## src/bopf_pkg.sv

```systemverilog
`timescale 1ns / 1ps
package bopf_pkg;

  localparam int MAX_BOXES  = 32;
  localparam int COORD_BITS = 16;
  localparam int KIND_W     = 4;
  localparam int ROW_LIMIT  = 32;
  localparam int MASK_W     = 32;
  localparam int IDX_W      = $clog2(ROW_LIMIT);
  localparam int CNT_W      = $clog2(MAX_BOXES + 1);
  // wide enough to hold both the box count and the row limit
  localparam int CMP_W      = (CNT_W > IDX_W) ? CNT_W : IDX_W + 1;

  typedef struct packed {
    logic signed [COORD_BITS-1:0] x_start;
    logic signed [COORD_BITS-1:0] x_end;
    logic signed [COORD_BITS-1:0] y_start;
    logic signed [COORD_BITS-1:0] y_end;
    logic [KIND_W-1:0]            kind;
  } box_t;

  typedef struct packed {
    logic load;   // store the broadcast box in this cell
    logic cmp;    // cell holds a box of the current set: test the new box
    logic shift;  // take the row of the next cell up
    logic clear;  // end of run: drop the row
  } cell_ctl_t;

  typedef enum logic {
    ST_LOAD,
    ST_EMIT
  } state_e;

endpackage

```

## src/bopf_cell.sv

```systemverilog
`timescale 1ns / 1ps
module bopf_cell (
  input  logic                              clk_i,
  input  logic                              rst_ni,
  input  bopf_pkg::cell_ctl_t               ctl_i,
  input  bopf_pkg::box_t                    box_i,
  input  logic [bopf_pkg::MAX_BOXES-1:0]    new_bit_i,
  input  logic [bopf_pkg::MAX_BOXES-1:0]    next_mask_i,
  output logic [bopf_pkg::MAX_BOXES-1:0]    mask_o
);

  bopf_pkg::box_t                  box_q;
  logic [bopf_pkg::MAX_BOXES-1:0]  mask_q, mask_d;
  logic                            x_meet, y_meet, hit;

  always_ff @(posedge clk_i) begin
    if (ctl_i.load) begin
      box_q <= box_i;
    end
  end

  // touching edges count as overlap
  always_comb begin
    x_meet = ($signed(box_q.x_start) <= $signed(box_i.x_end)) &&
             ($signed(box_i.x_start) <= $signed(box_q.x_end));
    y_meet = ($signed(box_q.y_start) <= $signed(box_i.y_end)) &&
             ($signed(box_i.y_start) <= $signed(box_q.y_end));
    hit    = ctl_i.cmp && (box_q.kind != box_i.kind) && x_meet && y_meet;
  end

  always_comb begin
    mask_d = mask_q;
    if (ctl_i.clear) begin
      mask_d = '0;
    end else if (ctl_i.shift) begin
      mask_d = next_mask_i;
    end else if (hit) begin
      mask_d = mask_q | new_bit_i;
    end
  end

  always_ff @(posedge clk_i or negedge rst_ni) begin
    if (!rst_ni) begin
      mask_q <= '0;
    end else begin
      mask_q <= mask_d;
    end
  end

  assign mask_o = mask_q;

endmodule

```

## config.mk

```make
export PLATFORM = sky130hd
export DESIGN_NAME = bopf_cell
export DESIGN_NICKNAME = d
export VERILOG_FILES = /design/src/bopf_pkg.sv /design/src/bopf_cell.sv
export SDC_FILE = /design/constraint.sdc
export NUM_CORES = 1
export LEC_CHECK = 0
export ABC_AREA = 1
export BUFFER_PORTS_ARGS = -buffer_cell sky130_fd_sc_hd__buf_2
export CORE_MARGIN = 2
export CORE_UTILIZATION = 52
export CTS_CLUSTER_DIAMETER = 150
export DETAILED_ROUTE_END_ITERATION = 16
export GPL_TIMING_DRIVEN = 0
export PLACE_DENSITY = 0.76
export SYNTH_ARGS = -nofsm -noshare
export SYNTH_HDL_FRONTEND = slang
export SYNTH_SLANG_ARGS = --single-unit
```

## constraint.sdc

```tcl
create_clock -name clk_i -period 2.22 [get_ports clk_i]
set_input_delay 0.333 -clock clk_i [delete_from_list [all_inputs] [get_ports clk_i]]
set_output_delay 0.333 -clock clk_i [all_outputs]
set_load 0.02 [all_outputs]
```

==> results.md <==
* Via density at 5.10
* Area delta synth->final at 23.5%
* Initial antenna violation count at 1
* Crit-path slowest cell: edfxtp_1
* Core area at 10800 um2
* Final Non-Filler Cells at ~950
* Total CTS buffers at 9
* DRC viols at 0
* Max Freq at 476 MHz
* Drt first pass iters at 5
* Endpoints failing setup at 0
* Worst-Skew Late Latency at roughly 0.37 ns
* Overall Power at 4260 uW
* Share of cells above drive strength 1 at 0.268
* CP Class: reg -> reg
* Most common cell in the synthesized netlist: nand2_1
* First-pass GRT wire length at 20600 um
* Placed cells at 932
* Overall Global Routing Usage at 0.223
* Synth Area per Inst at 9.16 um2
* Clk root buf: clkbuf_8
* Post-synth cell types at 31
* Starting density of the core at 0.529
* Worst endpoint required time at 2.53 ns
* CTS H-tree depth at 3
* Slew Limit Fails at 0
* CP Launch Type: register
* DIE HEIGHT at 109 um
* Async SR Flop Fraction at 0.320
* Hold Violations, Final at 0
* Primary FF master, synth: edfxtp_1
* Synth top area cells: edfxtp_1 36%, dfrtp_1 14%, ha_1 14%
* Data arrival, critical path at approximately 2.4 ns
* Hold Buf Count CTS at 0
* Most instantiated cells after synthesis: 130 x nand2_1, 93 x inv_1, 68 x edfxtp_1
* Total Nets Final at 1010
* Worst r2r src: box_q[65]$_DFFE_PP_
* First DRT Iteration DRCs at 269
* CTS tree: done
* Proportion of netlist area held by the largest area contributor at 0.357
* Crit-path leading delay family: simple AND/OR/NAND/NOR gates
* WL final at 13300 um
* Die W at 109 um
* Synth Net Count at 826
* Largest stage delay on the critical path at 0.39 ns
* P per Cell Area at 605 nW/um2
* Leak Pwr at 0.00367 uW
* Post-synth EDFFs at 68
* Mapped Area at 5710 um2
* Worst Setup SP: box_q[65]$_DFFE_PP_
* Hold Path Class: in -> async
* Worst slack, placed at -0.0433 ns
* Die area at ~12000 um2
* Worst setup margin at ~0.12 ns
* Element type at the critical path end: register
* Yosys reg bits at 100
* Reg clk slew, reported paths at 0.10 ns
* # diodes at 0
* Seq/Total Area, Yosys at 0.497
* ANT nets after route at 0
* VDD IR max at 348 uV
* Largest net degree at the start of global routing at 69
* Post-DP HPWL at 10200 um
* Crit-path max FO at 6
* CTS Buffer Depth at 2
* Relative slew slack at 0.408
* Top cell type by total area after synthesis: edfxtp_1
* Sink Count at 100
* FP Rows at 38
* Post-Syn Instances at 624
* Port Buffers at around 170
* Vias in the first global route at 4605
* Total grt overflow at 0
* Ys Warns at 0
* Max Cap Viol at 0
* Placer Congestion at between 0.8 and 0.9
* Slew @ Worst Pin at 0.888 ns
* Minimum clock period at 2.10 ns
* Status: finished, final reports clean
* IO Count at 170
* Vias at approximately 5000
* Cell Chain, Critical Path: ha_1 -> a21oi_1 -> o21ai_0 -> nor2_1 -> nand3_1 -> nand3_1 -> nand3_2 -> o21bai_4 -> buf_6 -> buf_4 -> nand2_1 -> nand2_1
* Setup Skew at ~0.014 ns
* WL per Instance at 14.0 um
* Period utilization at 0.946
* WP buf/inv at 2
==> metal layers <==
metal | up-vias | part of all wire | GRT usage
met3 | 11 | 0.060 | 0.0526
met1 | 2265 | 0.42 | 0.273
li1 | 2439 | - | -
met5 | - | 0 | 0
met4 | 0 | 0.010 | 0.0668
met2 | 146 | 0.51 | 0.391
==> logic make-up after synthesis <==
| kind of cell | synth area share |
|---|---|
| adder cells (fa/ha/maj) | 0.140 |
| AO/OA/AOI/OAI | 0.0692 |
| buffers and inverters | 0.0808 |
| AND/OR/NAND/NOR | 0.208 |
| flip-flops | 0.497 |
| XOR/XNOR | 0.00460 |
==> report_power, final <==
group / switching (uW) / internal (uW)
registers: 88.0 / 2170
clock network: 608 / 430
logic: 573 / 399
total: 1270 / 3000
==> sequential cells by signal (all words and copies together) (netlist names) <==
signal / flops
box_q: 68
mask_o: 32
==> cell usage in the layout (no fill, tap or decap), drive strengths merged <==
| cell type | n |
|---|---|
| xor2 | 2 |
| inv | 94 |
| nor2 | 48 |
| nand3 | 47 |
| buf | 182 |
| o21ai | 39 |
| o211ai | 1 |
| nand4 | 5 |
| dfrtp | 32 |
| ha | 64 |
| o21bai | 2 |
| o21a | 2 |
| edfxtp | 68 |
| a21oi | 27 |
| a21o | 1 |
| nor4 | 1 |
| clkinv | 4 |
| nand2 | 135 |
| clkbuf | 23 |
| o31a | 1 |
| xnor2 | 1 |
| nor3 | 34 |
==> through the flow <==
stage | hold WS [ns] | utilization | area, um2 | setup TNS [ns]
finish | 0.0156 | 0.654 | 7050 | 0
global route | 0.0610 | 0.654 | 7050 | -0.0510
CTS | 0.0241 | 0.639 | 6890 | 0
detailed placement | 0.425 | 0.624 | 6730 | -0.718
global placement | 0.420 | 0.624 | 6730 | 0
floorplan | 0.0374 | - | 5710 | 0
==> layout make-up <==
class | count | area [um2]
fill | 906 | 3740
sequential | 100 | 2840
multi-input combinational | 410 | 2510
timing repair buffer | 173 | 888
inverter | 95 | 357
tap | 140 | 175
clock buffer | 13 | 146
buffer | 19 | 116
clock inverter | 3 | 15.0
==> path summary, 6_finish.rpt <==
path / end / slack [ns] / cells after the start
worst min register to register: mask_o[25]$_DFFE_PN0P_ / 0.55 / 2
worst min-delay path: mask_o[13]$_DFFE_PN0P_ / 0.02 / 1
min in group clk_i: box_q[47]$_DFFE_PP_ / 0.15 / 1
worst max-delay path: mask_o[11]$_DFFE_PN0P_ / 0.12 / 12
worst max register to register: mask_o[11]$_DFFE_PN0P_ / 0.12 / 12
max in group asynchronous: mask_o[3]$_DFFE_PN0P_ / 1.72 / 1
==> worst reg2reg max path, cell delays in order (launching register included) <==
cell	delay, ns
edfxtp_1	0.39
ha_1	0.30
a21oi_1	0.16
o21ai_0	0.09
nor2_1	0.19
nand3_1	0.10
nand3_1	0.13
nand3_2	0.12
o21bai_4	0.16
buf_6	0.15
buf_4	0.14
nand2_1	0.05
nand2_1	0.05
==> what timing repair did <==
| action | CTS | global route |
|---|---|---|
| setup endpoints to repair | 0 | 30 |
| gates resized for setup | 0 | 23 |
| setup buffers | 0 | 2 |
Power figures use the tool's default switching activity.
